[src/sv/swhll_pkg.sv]
// shared types, constants and saturating helpers for the shallow water hll flux unit
// no dependencies; imported by every module of the block except swhll_dly
package swhll_pkg;

  localparam int FRAC_BITS_DEF = 16;
  localparam int ADDR_W        = 3;
  localparam int MUL_LAT       = 2;
  localparam int DIV_STEPS     = 32;
  localparam int DIV_LAT       = DIV_STEPS + 2;

  localparam logic [30:0] THR_RESET  = 31'd66;
  localparam logic [30:0] GRAV_RESET = 31'd642908;

  // register index codes
  localparam logic REG_THR  = 1'b0;
  localparam logic REG_GRAV = 1'b1;

  // flux selection codes
  localparam logic [2:0] SEL_LOCAL = 3'd0;
  localparam logic [2:0] SEL_HLL   = 3'd1;
  localparam logic [2:0] SEL_NEIGH = 3'd2;
  localparam logic [2:0] SEL_ZERO  = 3'd3;
  localparam logic [2:0] SEL_ERR   = 3'd4;

  localparam logic signed [31:0] SAT_MAX = 32'sh7fff_ffff;
  localparam logic signed [31:0] SAT_MIN = 32'sh8000_0000;

  typedef struct packed {
    logic neg;
    logic ovf;
    logic dz;
    logic nneg;
    logic nnz;
  } div_flags_t;

  typedef struct packed {
    logic signed [31:0] mass;
    logic signed [31:0] nmom;
    logic signed [31:0] tmom;
    logic               err;
  } res_t;

  function automatic logic signed [31:0] sat32(input logic signed [63:0] x);
    logic signed [31:0] r;
    if (x > 64'sd2147483647) r = SAT_MAX;
    else if (x < -64'sd2147483648) r = SAT_MIN;
    else r = x[31:0];
    return r;
  endfunction

  function automatic logic signed [31:0] sadd(input logic signed [31:0] a,
                                              input logic signed [31:0] b);
    logic signed [32:0] s;
    logic signed [31:0] r;
    s = {a[31], a} + {b[31], b};
    if (s[32] != s[31]) r = s[32] ? SAT_MIN : SAT_MAX;
    else r = s[31:0];
    return r;
  endfunction

  function automatic logic signed [31:0] ssub(input logic signed [31:0] a,
                                              input logic signed [31:0] b);
    logic signed [32:0] s;
    logic signed [31:0] r;
    s = {a[31], a} - {b[31], b};
    if (s[32] != s[31]) r = s[32] ? SAT_MIN : SAT_MAX;
    else r = s[31:0];
    return r;
  endfunction

  // divide by two, rounding toward zero
  function automatic logic signed [31:0] half_tz(input logic signed [31:0] x);
    logic signed [32:0] t;
    t = {x[31], x} + {32'd0, x[31]};
    return t[32:1];
  endfunction

  // divide by four, rounding toward zero
  function automatic logic signed [31:0] quarter_tz(input logic signed [31:0] x);
    logic signed [32:0] t;
    t = {x[31], x} + (x[31] ? 33'sd3 : 33'sd0);
    return {t[32], t[32:2]};
  endfunction

endpackage

[src/sv/swhll_sqrt.sv]
// pipelined integer square root of x scaled by the fraction bits, one root bit per stage
// depends on swhll_pkg
module swhll_sqrt import swhll_pkg::*; #(
  parameter int FRAC_BITS = FRAC_BITS_DEF
) (
  input  logic               clk,
  input  logic               en,
  input  logic signed [31:0] x,
  output logic signed [31:0] y
);

  localparam int VW   = 31 + FRAC_BITS;
  localparam int ITER = (VW + 1) / 2;
  localparam int PW   = 2 * ITER;
  localparam int RW   = ITER + 2;

  logic [RW-1:0]   rem_r  [ITER+1];
  logic [ITER-1:0] root_r [ITER+1];
  logic [PW-1:0]   vs_r   [ITER+1];

  always_ff @(posedge clk) begin
    if (en) begin
      rem_r[0]  <= '0;
      root_r[0] <= '0;
      vs_r[0]   <= (x > 32'sd0) ? PW'({x[30:0], {FRAC_BITS{1'b0}}}) : '0;
    end
  end

  for (genvar i = 0; i < ITER; i++) begin : g_step
    logic [RW-1:0] t;
    logic [RW-1:0] trial;
    logic          ge;
    always_comb begin
      t     = {rem_r[i][RW-3:0], vs_r[i][PW-1:PW-2]};
      trial = {root_r[i], 2'b01};
      ge    = (t >= trial);
    end
    always_ff @(posedge clk) begin
      if (en) begin
        rem_r[i+1]  <= ge ? (t - trial) : t;
        root_r[i+1] <= {root_r[i][ITER-2:0], ge};
        vs_r[i+1]   <= {vs_r[i][PW-3:0], 2'b00};
      end
    end
  end

  assign y = $signed(32'(root_r[ITER]));

endmodule

[config.mk]
export PLATFORM = sky130hd
export DESIGN_NAME = swhll_sqrt
export DESIGN_NICKNAME = d
export VERILOG_FILES = /design/src/sv/swhll_pkg.sv /design/src/sv/swhll_sqrt.sv
export SDC_FILE = /design/constraint.sdc
export NUM_CORES = 2
export LEC_CHECK = 0
export ABC_AREA = 1
export BUFFER_PORTS_ARGS = -buffer_cell sky130_fd_sc_hd__buf_2
export CORE_ASPECT_RATIO = 1.25
export CORE_UTILIZATION = 40
export DETAILED_ROUTE_END_ITERATION = 12
export GPL_TIMING_DRIVEN = 0
export HOLD_SLACK_MARGIN = 0.06
export RECOVER_POWER = 25
export REMOVE_ABC_BUFFERS = 1
export SYNTH_ARGS = -nofsm -noshare
export SYNTH_HDL_FRONTEND = slang
export SYNTH_SLANG_ARGS = --single-unit
export TNS_END_PERCENT = 20
[constraint.sdc]
create_clock -name clk -period 6.9 [get_ports clk]
set_clock_uncertainty 0.05 [all_clocks]
set_input_delay 1.38 -clock clk [delete_from_list [all_inputs] [get_ports clk]]
set_output_delay 1.38 -clock clk [all_outputs]
set_load 0.05 [all_outputs]
==> results_dict.tcl <==
set metrics [dict create \
    ys_ff_latch 1079 \
    synth_edf_count 1079 \
    htree_levels 3 \
    min_path_type "register to register" \
    synthSimpleGateAreaFrac_pct 27.5 \
    dp_hpwl_um 125000 \
    num-fill-cells 15900 \
    ys_types 60 \
    vias 48800 \
    use_met3_pct 1.79 \
    r2r_slack_ps 3020 \
    clk_path_buf_depth 3 \
    die_area_mm2 0.163 \
    crit_slowest_cell "clkbuf_1" \
    arrival_ps 5420 \
    cts_tree "built" \
    critPathKind "input port to register" \
    p_comb_share_pct 22.9 \
    synthXorXnorAreaFrac_pct 2.40 \
    synth_top_family_by_area "simple AND/OR/NAND/NOR gates" \
    die_h_um 452 \
    peakVddDrop_v 0.000192 \
    synthAdderAreaFrac_pct 6.18 \
    async_flop_share_pct 0 \
    p_sw_share_pct 31.5 \
    max-cap-violations 1 \
    io-pin-count 66 \
    clkLatencyLatePin_ps 740 \
    synth_compound_area_share_pct 4.44 \
    busiest_layer "met2" \
    drive_above_1_share_pct 5.79 \
    relSlewSlack_pct -119 \
    max_stage_delay_ps 2270 \
    gp_congestion 0.926 \
    syn2layout_area_growth_pct 10.1 \
    layout_min_cycle_time_ps 5100 \
    use_met2_pct 36.8 \
    final_common_cell "nand2_1" \
    grt_overflow_total 0 \
    cts_hold_buffers 0 \
    ant_nets 0 \
    grt_first_pass_wirelength_um 252000 \
    worstSetupStartpointType "input port" \
    violations "max-capacitance violations, max-slew violations" \
    syn_area_mm2 0.0647 \
    finalHoldViolations 0 \
    cts_setup_buffers 0 \
    grt_setup_unrepaired "false" \
    setup_viol_count_final 0 \
    first_iter_violations 2813 \
    grt_max_degree 130 \
    finalNonFillerCells 10200 \
    die_w_um 362 \
    drc_errors 0 \
    p_sw_mw 6.11 \
    dp_cells 10000 \
    cts_resized 0 \
    total_power_mw 19.4 \
    tightest_slew_ps 3290 \
    status "finished, violations left" \
    synth_cells 7851 \
    wirelength_um 160000 \
    p_int_mw 13.3 \
    min_period_over_period_pct 74.0 \
    antenna_found_initial 1 \
    drt_pass1_iterations 6 \
    crit_chain "clkbuf_1, buf_16, buf_16, buf_16" \
    fin_nets 8312 \
    required_ps 7220 \
    syn_area_per_cell_um2 8.24 \
    rows 164 \
    finalHoldWorstSlack_ps 364 \
    yosysWarnings 0 \
    clockPowerShare_pct 32.4 \
    ys_seq_area_share_pct 50.1 \
    grt.total_usage_pct 19.5 \
    p_leak_nw 33.1 \
    p_seq_share_pct 44.7 \
    layout_common_cells "2660 x nand2_1, 1397 x inv_1, 1079 x edfxtp_1, 698 x nor2_1, 451 x nand3_1" \
    final-max-slew-violation-count 55 \
    core_mm2 0.160 \
    clock.fmax_mhz 196 \
    synth.top_cell.area_share_pct 50.1 \
    synth_area_leaders "edfxtp_1 50%, nand2_1 15%, inv_1 8.1%" \
    vias_per_cell 4.78 \
    power-per-cell-area_mw_per_mm2 272 \
    synthMuxAreaShare_pct 0 \
    cts_sinks 1079 \
    path_max_fanout 129 \
    grt_use_met1_pct 22.0 \
    cts_buffers 113 \
    start_util_pct 40.4 \
    cpMostUsedCell "buf_16" \
    cts-root-buf "clkbuf_16" \
    end_kind "register" \
    synth_flop_cell "edfxtp_1" \
    yosys.area.top_type "edfxtp_1" \
    grt_pass1_vias 48100 \
    port_buffers 57 \
    fin_tns_setup_ps 0 \
    clkTransAtPathRegs_ps 60 \
    drt-wirelength-per-cell_um 15.7 \
]
-- layout make-up --
cell class              instances  area (um^2)  share of cell area, %
flip-flops and latches       1079        32400                   45.5
clock buffers                 130         2890                   4.06
clock inverters                82          930                   1.31
inverters                    1452         5460                   7.66
repair buffers                 68          558                  0.784
multi-input cells            5249        26200                   36.9
diodes                          1         2.50                0.00352
well taps                    2158         2700                   3.79
-- registers in the layout (all words and copies together) (netlist names) --
signal / count
rem_r: 508
root_r: 300
vs_r: 271
-- stage by stage --
stage | area (um^2) | util [%] | worst slack (ps)
after floorplan | 64100 | - | 3680
after global placement | 67100 | 41.9 | -12450
after detailed placement | 67400 | 42.0 | 2880
after CTS | 71200 | 44.4 | 2970
after global routing | 71200 | 44.4 | 1420
final | 71200 | 44.4 | 1800
-- power by group through the flow --
stage / combinational (mW) / sequential [mW] / clock [mW]
floorplan: 3.22 / 8.56 / 0
global placement: 4.38 / 9.00 / 0
detailed placement: 4.44 / 8.78 / 0
CTS: 4.46 / 8.66 / 6.48
global route: 5.08 / 8.72 / 6.69
finish: 4.44 / 8.65 / 6.27
-- path summary, 6_finish.rpt --
path                                    start  depth (start not counted)        endpoint
worst max-delay path                       en                          4  root_r[11][26]
worst min-delay path              vs_r[1][83]                          0    vs_r[1][133]
worst max register to register  root_r[9][24]                         13   rem_r[2][111]
worst min register to register    vs_r[1][83]                          0    vs_r[1][133]
-- Yosys cell counts (5+ instances only) --
cell and count:
nand3_2 14, o21bai_1 17, inv_2 50, buf_4 22, nor2_2 29, nor4_1 13, edfxtp_1 1079, buf_2 23
fa_1 7, o211ai_1 6, o21ai_0 80, buf_6 25, a21oi_1 263, and2_1 7, ha_1 308, nand4_1 122
a21oi_2 26, nor2_1 699, and3_1 5, clkbuf_1 7, or2_2 12, inv_1 1397, nor2_4 10, nand3b_1 90
o21ai_1 83, xor2_1 96, nor3_1 56, o21ai_2 21, nand3_1 451, nand2_2 40, xnor2_1 81, nand2_1 2660
-- cell families after synthesis --
kind of cell	count (synthesis)
AO/OA/AOI/OAI	514
adder cells (fa/ha/maj)	315
AND/OR/NAND/NOR	4234
flip-flops	1079
XOR/XNOR	177
other	1
buffers and inverters	1531
-- metal layers --
layer	routed length, um	part of all wire (%)
met1	65400	41
met2	83400	52
met3	4480	2.8
met4	6840	4.3
met5	0	0
-- critical path, delay by kind of cell --
family / cells / cell delay (ps)
buffers and inverters: 4 / 3560
(Power assumes the default switching activity.)
