[config.mk]
export PLATFORM = sky130hd
export DESIGN_NAME = swhll_mul
export DESIGN_NICKNAME = d
export VERILOG_FILES = /design/src/sv/swhll_pkg.sv /design/src/sv/swhll_mul.sv
export SDC_FILE = /design/constraint.sdc
export NUM_CORES = 2
export LEC_CHECK = 0
export BUFFER_PORTS_ARGS = -buffer_cell sky130_fd_sc_hd__buf_4
export CORE_ASPECT_RATIO = 1.4
export CORE_MARGIN = 1.5
export CORE_UTILIZATION = 40
export DETAILED_ROUTE_END_ITERATION = 8
export PLACE_DENSITY = 0.63
export SETUP_SLACK_MARGIN = 0.05
export SYNTH_ARGS = -nofsm -noshare
export SYNTH_HDL_FRONTEND = slang
export SYNTH_SLANG_ARGS = --single-unit
[constraint.sdc]
create_clock -name clk -period 7.2 [get_ports clk]
set_input_delay 0.36 -clock clk [delete_from_list [all_inputs] [get_ports clk]]
set_output_delay 0.36 -clock clk [all_outputs]
set_load 0.02 [all_outputs]
[src/sv/swhll_pkg.sv]
// shared types, constants and saturating helpers for the shallow water hll flux unit
// no dependencies; imported by every module of the block except swhll_dly
package swhll_pkg;

  localparam int FRAC_BITS_DEF = 16;
  localparam int ADDR_W        = 3;
  localparam int MUL_LAT       = 2;
  localparam int DIV_STEPS     = 32;
  localparam int DIV_LAT       = DIV_STEPS + 2;

  localparam logic [30:0] THR_RESET  = 31'd66;
  localparam logic [30:0] GRAV_RESET = 31'd642908;

  // register index codes
  localparam logic REG_THR  = 1'b0;
  localparam logic REG_GRAV = 1'b1;

  // flux selection codes
  localparam logic [2:0] SEL_LOCAL = 3'd0;
  localparam logic [2:0] SEL_HLL   = 3'd1;
  localparam logic [2:0] SEL_NEIGH = 3'd2;
  localparam logic [2:0] SEL_ZERO  = 3'd3;
  localparam logic [2:0] SEL_ERR   = 3'd4;

  localparam logic signed [31:0] SAT_MAX = 32'sh7fff_ffff;
  localparam logic signed [31:0] SAT_MIN = 32'sh8000_0000;

  typedef struct packed {
    logic neg;
    logic ovf;
    logic dz;
    logic nneg;
    logic nnz;
  } div_flags_t;

  typedef struct packed {
    logic signed [31:0] mass;
    logic signed [31:0] nmom;
    logic signed [31:0] tmom;
    logic               err;
  } res_t;

  function automatic logic signed [31:0] sat32(input logic signed [63:0] x);
    logic signed [31:0] r;
    if (x > 64'sd2147483647) r = SAT_MAX;
    else if (x < -64'sd2147483648) r = SAT_MIN;
    else r = x[31:0];
    return r;
  endfunction

  function automatic logic signed [31:0] sadd(input logic signed [31:0] a,
                                              input logic signed [31:0] b);
    logic signed [32:0] s;
    logic signed [31:0] r;
    s = {a[31], a} + {b[31], b};
    if (s[32] != s[31]) r = s[32] ? SAT_MIN : SAT_MAX;
    else r = s[31:0];
    return r;
  endfunction

  function automatic logic signed [31:0] ssub(input logic signed [31:0] a,
                                              input logic signed [31:0] b);
    logic signed [32:0] s;
    logic signed [31:0] r;
    s = {a[31], a} - {b[31], b};
    if (s[32] != s[31]) r = s[32] ? SAT_MIN : SAT_MAX;
    else r = s[31:0];
    return r;
  endfunction

  // divide by two, rounding toward zero
  function automatic logic signed [31:0] half_tz(input logic signed [31:0] x);
    logic signed [32:0] t;
    t = {x[31], x} + {32'd0, x[31]};
    return t[32:1];
  endfunction

  // divide by four, rounding toward zero
  function automatic logic signed [31:0] quarter_tz(input logic signed [31:0] x);
    logic signed [32:0] t;
    t = {x[31], x} + (x[31] ? 33'sd3 : 33'sd0);
    return {t[32], t[32:2]};
  endfunction

endpackage

[src/sv/swhll_mul.sv]
// saturating fixed point multiply, two register stages
// depends on swhll_pkg
module swhll_mul import swhll_pkg::*; #(
  parameter int FRAC_BITS = FRAC_BITS_DEF
) (
  input  logic               clk,
  input  logic               en,
  input  logic signed [31:0] a,
  input  logic signed [31:0] b,
  output logic signed [31:0] y
);

  localparam logic signed [63:0] RND = (64'sd1 <<< FRAC_BITS) - 64'sd1;

  logic signed [63:0] prod_r;
  logic signed [63:0] adj;
  logic signed [31:0] y_r;

  always_comb begin
    adj = prod_r + (prod_r[63] ? RND : 64'sd0);
  end

  always_ff @(posedge clk) begin
    if (en) begin
      prod_r <= a * b;
      y_r    <= sat32(adj >>> FRAC_BITS);
    end
  end

  assign y = y_r;

endmodule

==> Flow_metrics.wiki <==
{| class="wikitable"
! Metric !! Value
|-
| Hold Vio Cnt, Final || 0
|-
| Count of state elements after synthesis || 96
|-
| Layout net count || 5,976
|-
| Total detailed-routing wirelength || 110 mm
|-
| Chip Width || 272 um
|-
| Most area-consuming cells after synthesis || sky130_fd_sc_hd__fa_1 53%, sky130_fd_sc_hd__inv_1 9.4%, sky130_fd_sc_hd__and2_1 7.7%
|-
| Multi-input gate area || 0.0341 mm2
|-
| Clock slew at the register clock pins of the worst setup and hold paths || 0.07 ns
|-
| Maximum cell stage delay along the critical path || 0.60 ns
|-
| Final setup vio count || 4
|-
| Smallest setup slack after layout || -0.0721 ns
|-
| Data required time of the worst path || 7.31 ns
|-
| Final critical delay including setup and external delays || 7.27 ns
|-
| Most common cell on crit path || sky130_fd_sc_hd__fa_1
|-
| Crit path kind || in2reg
|-
| Per-cell routed wire length || 18.4 um
|-
| Share of flip-flops with an asynchronous set or reset || 0%
|-
| Post-synthesis instance area || 0.0405 mm2
|-
| Delay-heaviest family, CP || adder cells
|-
| Total routing resource utilization after global routing || 22.2%
|-
| Number of distinct library cells after synthesis || 61
|-
| Vias in the first global route || 33,524
|-
| Slew Viols, Final || 0
|-
| Fin crit share || 101%
|-
| GPL Wtd Cong || 0.893
|-
| Avg Cell Area, Syn || 9.59 um2
|-
| Full die area || 0.103 mm2
|-
| Unrepaired setup endpoints after global routing || yes
|-
| Gate Count Post-Synth || 4,228
|-
| Placeable Area || 0.101 mm2
|-
| Filler instances || 9,444
|-
| Maximum fanout encountered on the critical timing path || 6
|-
| Post-CTS Hold Buffers || 0
|-
| Floorplan row count || 138
|-
| Post-detail-place hpwl || 95.9 mm
|-
| H-Tree Level Count || 3
|-
| Residual antenna-violating net count after detailed routing || 0
|-
| Fraction of post-synthesis cell area in the top cell type by area || 53.4%
|-
| Register Area || 0.00288 mm2
|-
| CTS Buf Count || 9
|-
| Residual DRC count || 0
|-
| Result of the run || finished with violations
|-
| Count of vias placed by the detailed router || 29,622
|-
| GRT Residual Overflow || 0
|-
| Worst clock skew on the final layout || 0.0140 ns
|-
| Post-Syn Nets || 5,575
|-
| Classification of the worst-slack hold path || in2reg
|-
| Chip height || 380 um
|-
| Filler-free cell count of the finished design || 5,967
|-
| Synth area leader || sky130_fd_sc_hd__fa_1
|-
| Max transition margin || 37.3%
|-
| Initial antenna violation count || 5
|-
| Relative area change from synthesis to final layout || 18.5%
|-
| Transition time of the tightest slew-check pin || 0.938 ns
|-
| Slowest cell on the critical path || sky130_fd_sc_hd__fa_1
|-
| Number of design-rule violations left by the first detailed-router iteration || 1,419
|-
| Critical Path AT || 7.38 ns
|-
| Crit path buf inv count || 7
|-
| Number of violations of the max-capacitance limit || 0
|-
| Violations in the final reports || setup timing
|-
| Number of optimization iterations in the first detailed-route pass || 5
|-
| Part of the Yosys area used for sequential elements || 7.11%
|-
| Commonest register cell after synthesis || sky130_fd_sc_hd__edfxtp_1
|-
| Commonest cells after routing, fill and taps aside || 1,042 x sky130_fd_sc_hd__fa_1, 980 x sky130_fd_sc_hd__inv_1, 549 x sky130_fd_sc_hd__nand2_1
|-
| Clock tree from TritonCTS || yes
|-
| Count of pins on the block boundary || 98
|-
| Number of buffers added on ports || 97
|-
| Yosys Warn Count || 0
|-
| First-pass GRT wire length || 177 mm
|-
| Average vias per placed instance || 4.96
|-
| Clock insertion delay at the later pin of the skew report || 0.36 ns
|-
| Top achievable clock speed || 138 MHz
|-
| Critical path startpoint category || primary input
|-
| Commonest non-fill, non-tap cell in the layout || sky130_fd_sc_hd__fa_1
|-
| Type of destination of the critical path || flip-flop
|-
| Share of cells above drive strength 1 || 18.2%
|-
| Clock Sink Count || 96
|-
| Clock Tree Buf Depth || 2
|-
| Root buffer cell || sky130_fd_sc_hd__clkbuf_16
|-
| Post-synth EDFFs || 96
|-
| DP Cell Count || 5,884
|-
| Effective utilization at floorplan || 40.2%
|-
| Largest net degree at the start of global routing || 51
|}
-- repair_timing --
item / CTS / global route
buffers inserted: 26 / 34
pin swaps: 66 / 121
gates cloned: 4 / 4
resized for setup: 156 / 169
endpoints found under the setup margin: 19 / 26
-- state kept, by name, indices dropped and copies added (netlist names) --
register  count
prod_r       64
y            32
-- cell families (layout without fill, tap and decap cells) --
logic type / after synthesis / after routing / synth area share [%]
AO/OA/AOI/OAI: 259 / 259 / 4.11
XOR/XNOR: 104 / 104 / 2.25
buffers and inverters: 1219 / 1625 / 11.4
AND/OR/NAND/NOR: 1268 / 1268 / 15.6
multiplexers: 1 / 1 / 0.0247
other: 0 / 3 / 0
flip-flops: 96 / 96 / 7.11
adder cells (fa/ha/maj): 1281 / 1281 / 59.6
-- cell type report --
type	instances	share of cell area, %
inverter	1011	7.91
tap	1330	3.46
multi-input combinational	2913	70.9
clock inverter	7	0.177
antenna	3	0.0156
sequential	96	6.00
clock buffer	9	0.469
timing repair buffer	598	11.0
-- per-stage QoR --
stage | hold slack, ns | setup slack [ns] | utilization, % | instance area (um2) | TNS, ns
after floorplan | 0.472 | 0.0170 | - | 40900 | 0
after global placement | 0.645 | -0.582 | 45.5 | 45800 | -10.39
after detailed placement | 0.644 | -0.654 | 45.5 | 45800 | -11.47
after CTS | 0.546 | -0.0466 | 46.7 | 47100 | -0.107
after global routing | 0.557 | -0.256 | 47.6 | 48000 | -2.90
final | 0.536 | -0.0721 | 47.6 | 48000 | -0.119
-- Yosys cell counts (all sizes together) (22+ instances only) --
master / instances
edfxtp: 96
o21ai: 78
xnor2: 64
ha: 199
xor2: 40
nand2: 562
nor2: 70
nand3: 35
nand2b: 22
fa: 1082
inv: 1011
a21oi: 80
clkbuf: 202
and2: 497
-- worst paths after layout --
kind | start | to | slack [ns] | depth (start not counted)
worst max register to register | prod_r[63] | y[1] | 2.52 | 10
worst max-delay path | a[6] | prod_r[62] | -0.07 | 27
worst min register to register | prod_r[36] | y[20] | 0.66 | 2
worst min-delay path | en | y[5] | 0.54 | 1
-- worst reg2reg max path: stages, from the launching register on --
cell,delay (ns)
sky130_fd_sc_hd__edfxtp_1,0.73
sky130_fd_sc_hd__ha_1,0.53
sky130_fd_sc_hd__and3_1,0.17
sky130_fd_sc_hd__o21ai_0,0.08
sky130_fd_sc_hd__a21o_1,0.21
sky130_fd_sc_hd__o41ai_2,0.74
sky130_fd_sc_hd__and3_1,0.44
sky130_fd_sc_hd__nand3_1,0.14
sky130_fd_sc_hd__xor2_1,0.22
sky130_fd_sc_hd__a21oi_4,0.78
sky130_fd_sc_hd__o21ai_1,0.33
-- routing by layer --
| metal | vias to the layer above | global-route usage, % | share of wire [%] |
|---|---|---|---|
| li1 | 13095 | - | - |
| met1 | 15590 | 22.9 | 34 |
| met2 | 658 | 44.3 | 58 |
| met3 | 275 | 1.83 | 2.9 |
| met4 | 4 | 10.5 | 5.6 |
| met5 | - | 0 | 0.025 |
Power is not shown: default switching activity piles up to over one toggle a cycle in this logic, so the estimate is an artifact.
