[src/sv/swhll_dly.sv]
// enable-gated delay line of fixed depth for pipeline alignment
// no dependencies
module swhll_dly #(
  parameter int W     = 32,
  parameter int DEPTH = 1
) (
  input  logic         clk,
  input  logic         en,
  input  logic [W-1:0] d,
  output logic [W-1:0] q
);

  logic [W-1:0] sr_r [DEPTH];

  always_ff @(posedge clk) begin
    if (en) begin
      sr_r[0] <= d;
      for (int i = 1; i < DEPTH; i++) sr_r[i] <= sr_r[i-1];
    end
  end

  assign q = sr_r[DEPTH-1];

endmodule

[config.mk]
export PLATFORM = sky130hd
export DESIGN_NAME = swhll_dly
export DESIGN_NICKNAME = d
export VERILOG_FILES = /design/src/sv/swhll_dly.sv
export SDC_FILE = /design/constraint.sdc
export NUM_CORES = 1
export LEC_CHECK = 0
export BUFFER_PORTS_ARGS = -buffer_cell sky130_fd_sc_hd__clkbuf_2
export CORE_UTILIZATION = 35
export CTS_BUF_LIST = sky130_fd_sc_hd__clkbuf_16
export CTS_CLUSTER_SIZE = 30
export DETAILED_ROUTE_END_ITERATION = 8
export PLACE_DENSITY_LB_ADDON = 0.1
export SLEW_MARGIN = 10
export SYNTH_ARGS = -nofsm -noshare
export SYNTH_HDL_FRONTEND = slang
export SYNTH_SLANG_ARGS = --single-unit
[constraint.sdc]
create_clock -name clk -period 0.8 [get_ports clk]
set_input_delay 0.08 -clock clk [delete_from_list [all_inputs] [get_ports clk]]
set_output_delay 0.08 -clock clk [all_outputs]
set_load 0.05 [all_outputs]
==> summary.txt, run 1 <==
Run status
  • Result of the run: complete, but fails checks
  • Failing checks: negative setup slack

Finish
  • Layout net count: between 150 and 200
  • Number of flip-flops under the largest register name: 32
  • Share of layout cells above drive strength 1: 52.2%
  • Design area: between 2000 and 2500 um2
  • Most flop-heavy register: sr_r
  • Number of multi-input logic gates: 0
  • FILL cells: 138
  • N_diodes: 0
  • Area Overhead vs Synth: 119%
  • Top Registers: sr_r: 32 flops
  • Non-filler cells, final: approximately 170
  • Multi-input gate area in the final layout: 0 um2

Route
  • Via density per instance: between 4 and 5
  • First DRT Iteration DRCs: 9
  • Average detailed-routed wire length per instance: 14.3 um
  • Via total after detailed routing: approximately 720
  • Detailed-route wire length: 2.41 mm
  • Detailed-routing iteration count for the pre-antenna-repair pass: 2
  • Post-detailed-route count of antenna-violating nets: 0
  • Remaining design rule violation count: 0

Critical path
  • Critical path's largest stage delay: approximately 0.42 ns
  • Slowest cell on crit path: sky130_fd_sc_hd__edfxtp_1
  • Required @ worst endpoint: approximately 0.7 ns
  • Kind of critical path: register to primary output
  • Top delay family on crit path: flip-flops
  • Bufs and invs on worst path: 1
  • Element type at the critical path end: primary output
  • Data arrival time of the critical path: between 0.8 and 0.9 ns
  • CP cell instances: buf_8
  • Critical path peak fanout: 1
  • CP startpoint kind: register

Synth
  • Synthesized area divided by synthesized cell count: between 30 and 40 um2
  • Net count after synthesis: 66
  • Synth unique cells: 1
  • Sequential area share after synthesis: between 90% and 100%
  • Cell area after synthesis: 961 um2
  • Synth Instances: 32
  • Top cell type by total area after synthesis: sky130_fd_sc_hd__edfxtp_1
  • Top post-synthesis cells by area: sky130_fd_sc_hd__edfxtp_1 100%
  • Post-synthesis sequential element count: 32
  • Count of synthesis-stage warnings from yosys: 0
  • Portion of synthesized cell area occupied by the leading cell type: 100%

STA
  • Final number of setup-violating endpoints: 32
  • Final hold violation count: 0
  • Worst max-slew margin expressed relative to the limit: 91.8%
  • Final sum of negative setup slack: -3.53 ns
  • Final setup slack of the worst path: -0.137 ns
  • Pins over their slew limit: 0
  • Transition time of the tightest slew-check pin: 0.124 ns
  • Final critical path time including I/O delays and setup: between 0.9 and 1 ns
  • Setup repair after global routing missed its margin: true
  • Worst hold margin: around 0.24 ns
  • Peak Freq: roughly 1100 MHz
  • Period Utilization, post-route: 117%

Worst hold path
  • Hold path startpoint: en
  • End of the worst hold path: sr_r[0][22]
  • Depth of the worst hold-timing path: 2
  • Class of the tightest hold or removal check: input pin to register

Global routing
  • Vias in the first global route: 753
  • Overall Global Routing Usage: between 10% and 20%
  • Initial antenna violation count: 0
  • Wire length of the first global-routing pass: roughly 3.3 mm
  • GRT Residual Overflow: 0
  • Pin count of the biggest net entering global routing: 18

Clocking
  • TritonCTS clock tree: yes
  • Number of H-tree branching levels: 2
  • Count of clock tree sinks: 32
  • Buffers from clock root to sink, at most: 2
  • Count of buffers added by post-CTS timing repair for setup: 0
  • CTS root buffer: sky130_fd_sc_hd__clkbuf_16
  • Clock transition at path regs: 0.05 ns
  • Number of buffers added by the clock tree synthesis step: 5

Floorplanning
  • Die extent in y: 54.4 um
  • Die footprint: between 2000 and 3000 um2
  • Chip Width: 54.4 um
  • Cell row count: 18
  • Io pins: 66
  • Initial core utilization: a little under two fifths
  • Std-Cell Core Area: between 2000 and 3000 um2

Place
  • # placed instances: between 100 and 150
  • Area of placed instances: 1360 um2
  • Input/output buffers: 65
  • Weighted congestion at the end of routability-driven global placement: about 0.65
  • Post-placement worst setup slack: roughly 0.092 ns

Pwr
  • Power per Cell Area: approximately 2300 nW/um2
  • Leakage power figure: about 0.9 nW
  • VDD IR max: between 2 and 2.5 mV

Flow run
  • Max-cap violations: 0
## cells by family (layout without fill, tap and decap cells)
logic type | count (synthesis) | after routing | synth area share [%]
flops | 32 | 32 | 100
buf+inv | 0 | 106 | 0
## cell usage after synthesis
master,instances
sky130_fd_sc_hd__edfxtp_1,32
## final cells by class
| type | count | area [um2] | share of cell area [%] |
|---|---|---|---|
| timing repair buffer | 99 | 977 | 46.4 |
| sequential | 32 | 961 | 45.6 |
| clock inverter | 2 | 7.51 | 0.356 |
| tap | 30 | 37.5 | 1.78 |
| clock buffer | 5 | 125 | 5.93 |
## power by group
group / switching [W] / internal (W) / total (W)
logic: 0.000586 / 0.000466 / 0.00105
clock network: 0.000559 / 0.00110 / 0.00166
registers: 0.0000647 / 0.00200 / 0.00207
total: 0.00121 / 0.00357 / 0.00478
## worst max-delay path by stage
stage / end / start / slack (ns) / depth (start not counted)
after global routing: q[16] / sr_r[0][16] / -0.16 / 1
final: q[13] / sr_r[0][13] / -0.14 / 1
after CTS: q[22] / sr_r[0][22] / -0.16 / 1
after floorplan: q[0] / sr_r[0][0] / 0.12 / 0
after global placement: sr_r[0][0] / en / 0.11 / 2
after detailed placement: q[22] / sr_r[0][22] / 0.09 / 1
## metal layers
| layer | vias up | routed length [um] | track usage [%] |
|---|---|---|---|
| met4 | 0 | 13 | 6.41 |
| met1 | 346 | 783 | 15.4 |
| met2 | 28 | 1500 | 35.4 |
| met5 | - | 0 | 0 |
| li1 | 340 | - | - |
| met3 | 2 | 105 | 8.89 |
## timing repair
| item | CTS | global route |
|---|---|---|
| endpoints found under the setup margin | 32 | 32 |
| gates resized for setup | 64 | 9 |
| pin swaps | 0 | 0 |
| cloned | 0 | 0 |
| hold buffers | 31 | 1 |
| endpoints found under the hold margin | 31 | 1 |
## placed cells by master, fill, tap and decap left out
cell type,netlist,layout
sky130_fd_sc_hd__clkbuf_2,0,33
sky130_fd_sc_hd__clkbuf_16,0,5
sky130_fd_sc_hd__buf_8,0,9
sky130_fd_sc_hd__clkbuf_8,0,23
sky130_fd_sc_hd__dlygate4sd3_1,0,32
sky130_fd_sc_hd__edfxtp_1,32,32
sky130_fd_sc_hd__buf_12,0,2
sky130_fd_sc_hd__clkinv_1,0,2
## through the flow
step           util [%]  total power [W]
2_1_floorplan         -          0.00253
3_3_place_gp       53.6          0.00276
3_5_place_dp       53.6          0.00278
4_1_cts            82.0          0.00478
5_1_grt            82.8          0.00495
6_report           82.8          0.00478
Power figures use the tool's default switching activity.
==> run 2: changes to the inputs <==
--- a/config.mk
+++ b/config.mk
@@ -5,8 +5,10 @@
 export SDC_FILE = /design/constraint.sdc
 export NUM_CORES = 1
 export LEC_CHECK = 0
+export ABC_AREA = 1
 export BUFFER_PORTS_ARGS = -buffer_cell sky130_fd_sc_hd__clkbuf_2
-export CORE_UTILIZATION = 35
+export CORE_ASPECT_RATIO = 1.75
+export CORE_UTILIZATION = 42
 export CTS_BUF_LIST = sky130_fd_sc_hd__clkbuf_16
 export CTS_CLUSTER_SIZE = 30
 export DETAILED_ROUTE_END_ITERATION = 8
==> constraint.sdc (replaced) <==
create_clock -name clk -period 1.2 [get_ports clk]
set_input_delay 0.12 -clock clk [delete_from_list [all_inputs] [get_ports clk]]
set_output_delay 0.12 -clock clk [all_outputs]
set_load 0.05 [all_outputs]
==> summary.txt, run 2 (same netlist as run 1, synthesis figures left out) <==
Finish
  • Design area: about 1500 um2
  • Number of multi-input logic gates: 0
  • Number of flip-flops under the largest register name: 32
  • Multi-input gate area in the final layout: 0 um2
  • Share of layout cells above drive strength 1: just under 70%
  • N_diodes: 0
  • Top Registers: sr_r: 32 flops
  • Most common cell after layout, fill and taps aside: sky130_fd_sc_hd__clkbuf_2
  • Most used cells in the layout excluding fill and tap cells: 65 x sky130_fd_sc_hd__clkbuf_2, 32 x sky130_fd_sc_hd__edfxtp_1, 5 x sky130_fd_sc_hd__clkbuf_16
  • Area Overhead vs Synth: 53.0%
  • Most flop-heavy register: sr_r
  • Layout net count: 140

Global routing
  • Met1 Use GR: between 10% and 20%
  • Met2 Use GR: about a quarter
  • Vias in the first global route: about 550
  • Met3 layer usage reported by global route: under 10%
  • GRT Residual Overflow: 0
  • Overall Global Routing Usage: between 10% and 20%
  • Gr busiest metal: met2
  • Pin count of the biggest net entering global routing: 22
  • Wire length of the first global-routing pass: between 2 and 2.5 mm
  • Initial antenna violation count: 0

Pwr
  • Proportion of power drawn by combinational gates: between 15 and 20%
  • Portion of total power attributed to sequential cells: 45.6%
  • Internal cell power: around 0.0022 W
  • Power per Cell Area: 2020 nW/um2
  • Leakage power figure: approximately 0.66 nW
  • P_sw: between 0.0007 and 0.0008 W
  • VDD IR max: between 1 and 1.5 mV
  • Switching part of the total: between 20% and 30%
  • Clk pwr share: 38.9%

Clocking
  • Count of buffers added by post-CTS timing repair for setup: 0
  • Buffers from clock root to sink, at most: 2
  • Number of H-tree branching levels: 2
  • Number of buffers added to fix hold violations after cts: 0
  • CTS resizes: 0
  • TritonCTS clock tree: yes
  • Number of buffers added by the clock tree synthesis step: 5
  • Count of clock tree sinks: 32
  • Clock transition at path regs: 0.05 ns
  • CTS root buffer: sky130_fd_sc_hd__clkbuf_16

STA
  • Peak Freq: around 980 MHz
  • Final critical path time including I/O delays and setup: around 1.0 ns
  • Transition time of the tightest slew-check pin: 0.289 ns
  • Final sum of negative setup slack: 0 ns
  • Pins over their slew limit: 0
  • Final number of setup-violating endpoints: 0
  • Final hold violation count: 0
  • Setup repair after global routing missed its margin: false
  • Worst max-slew margin expressed relative to the limit: ~81%
  • Period Utilization, post-route: 84.8%

Critical path
  • Kind of critical path: register to primary output
  • Crit. Startpoint: sr_r[0][23]
  • Required @ worst endpoint: 1.08 ns
  • Data arrival time of the critical path: ~0.90 ns
  • Critical path's largest stage delay: between 0.3 and 0.4 ns
  • Slowest cell on crit path: sky130_fd_sc_hd__edfxtp_1
  • Critical path peak fanout: 1
  • CP cell instances: clkbuf_2
  • CP startpoint kind: register
  • Top delay family on crit path: flip-flops
  • Element type at the critical path end: primary output
  • Levels on crit path: 1
  • Bufs and invs on worst path: 1

Flow run
  • Max-cap violations: 0

Floorplanning
  • Io pins: 66
  • Die footprint: about 2500 um2
  • Die extent in y: about 65 um
  • Cell row count: 22
  • Chip Width: roughly 38 um
  • Std-Cell Core Area: ~2100 um2
  • Initial core utilization: between 40% and 50%

Place
  • Weighted congestion at the end of routability-driven global placement: approximately 0.61
  • Area of placed instances: approximately 1300 um2
  • Input/output buffers: 65

Route
  • Detailed-route wire length: about 1.7 mm
  • First DRT Iteration DRCs: 11
  • Via density per instance: between 4 and 5
  • Post-detailed-route count of antenna-violating nets: 0
  • Average detailed-routed wire length per instance: ~13 um
  • Detailed-routing iteration count for the pre-antenna-repair pass: 2
  • Via total after detailed routing: 605
  • Remaining design rule violation count: 0

Worst hold path
  • Class of the tightest hold or removal check: input pin to register
  • Depth of the worst hold-timing path: 1
  • Hold path startpoint: d[3]

Run status
  • Result of the run: finished clean
-- run 2: changes by cell type in the layout (fill, tap and decap cells not counted) --
cell	before	now
sky130_fd_sc_hd__buf_12	2	0
sky130_fd_sc_hd__buf_4	0	2
sky130_fd_sc_hd__buf_8	9	0
sky130_fd_sc_hd__clkbuf_2	33	65
sky130_fd_sc_hd__clkbuf_8	23	0
sky130_fd_sc_hd__clkinv_1	2	1
sky130_fd_sc_hd__clkinv_2	0	2
sky130_fd_sc_hd__dlygate4sd3_1	32	0
-- run 2: per-layer routing --
metal,vias to the layer above,wire length (um)
li1,275,-
met4,0,53
met2,50,892
met3,7,225
met5,-,0
met1,273,553
-- run 2: area by class of cell --
type                    instances  area (um2)
clock inverters                 3        13.8
well taps                      24        30.0
flip-flops and latches         32         961
fillers                       139         649
clock buffers                   5         125
repair buffers                 67         340
-- run 2: power groups by stage --
stage / clock [W] / combinational, W / sequential (W)
3_3_place_gp: 0 / 0.000460 / 0.00137
4_1_cts: 0.00119 / 0.000466 / 0.00136
2_1_floorplan: 0 / 0 / 0.00169
5_1_grt: 0.00122 / 0.000480 / 0.00136
3_5_place_dp: 0 / 0.000465 / 0.00137
6_report: 0.00116 / 0.000461 / 0.00135
-- run 2: path summary, 6_finish.rpt --
| kind | endpoint | slack (ns) |
|---|---|---|
| worst min-delay path | sr_r[0][3] | 0.02 |
| worst max-delay path | q[23] | 0.18 |
-- run 2: stage by stage --
stage          utilization (%)  total power [W]  setup slack [ns]  instances  hold slack [ns]
6_report                  69.4          0.00297             0.182        131           0.0193
5_1_grt                   69.4          0.00306             0.144        131           0.0184
4_1_cts                   69.4          0.00301             0.160        131           0.0128
3_5_place_dp              62.8          0.00184             0.393        123            0.299
3_3_place_gp              62.8          0.00183             0.414        123            0.298
2_1_floorplan                -          0.00169             0.479         32            0.219
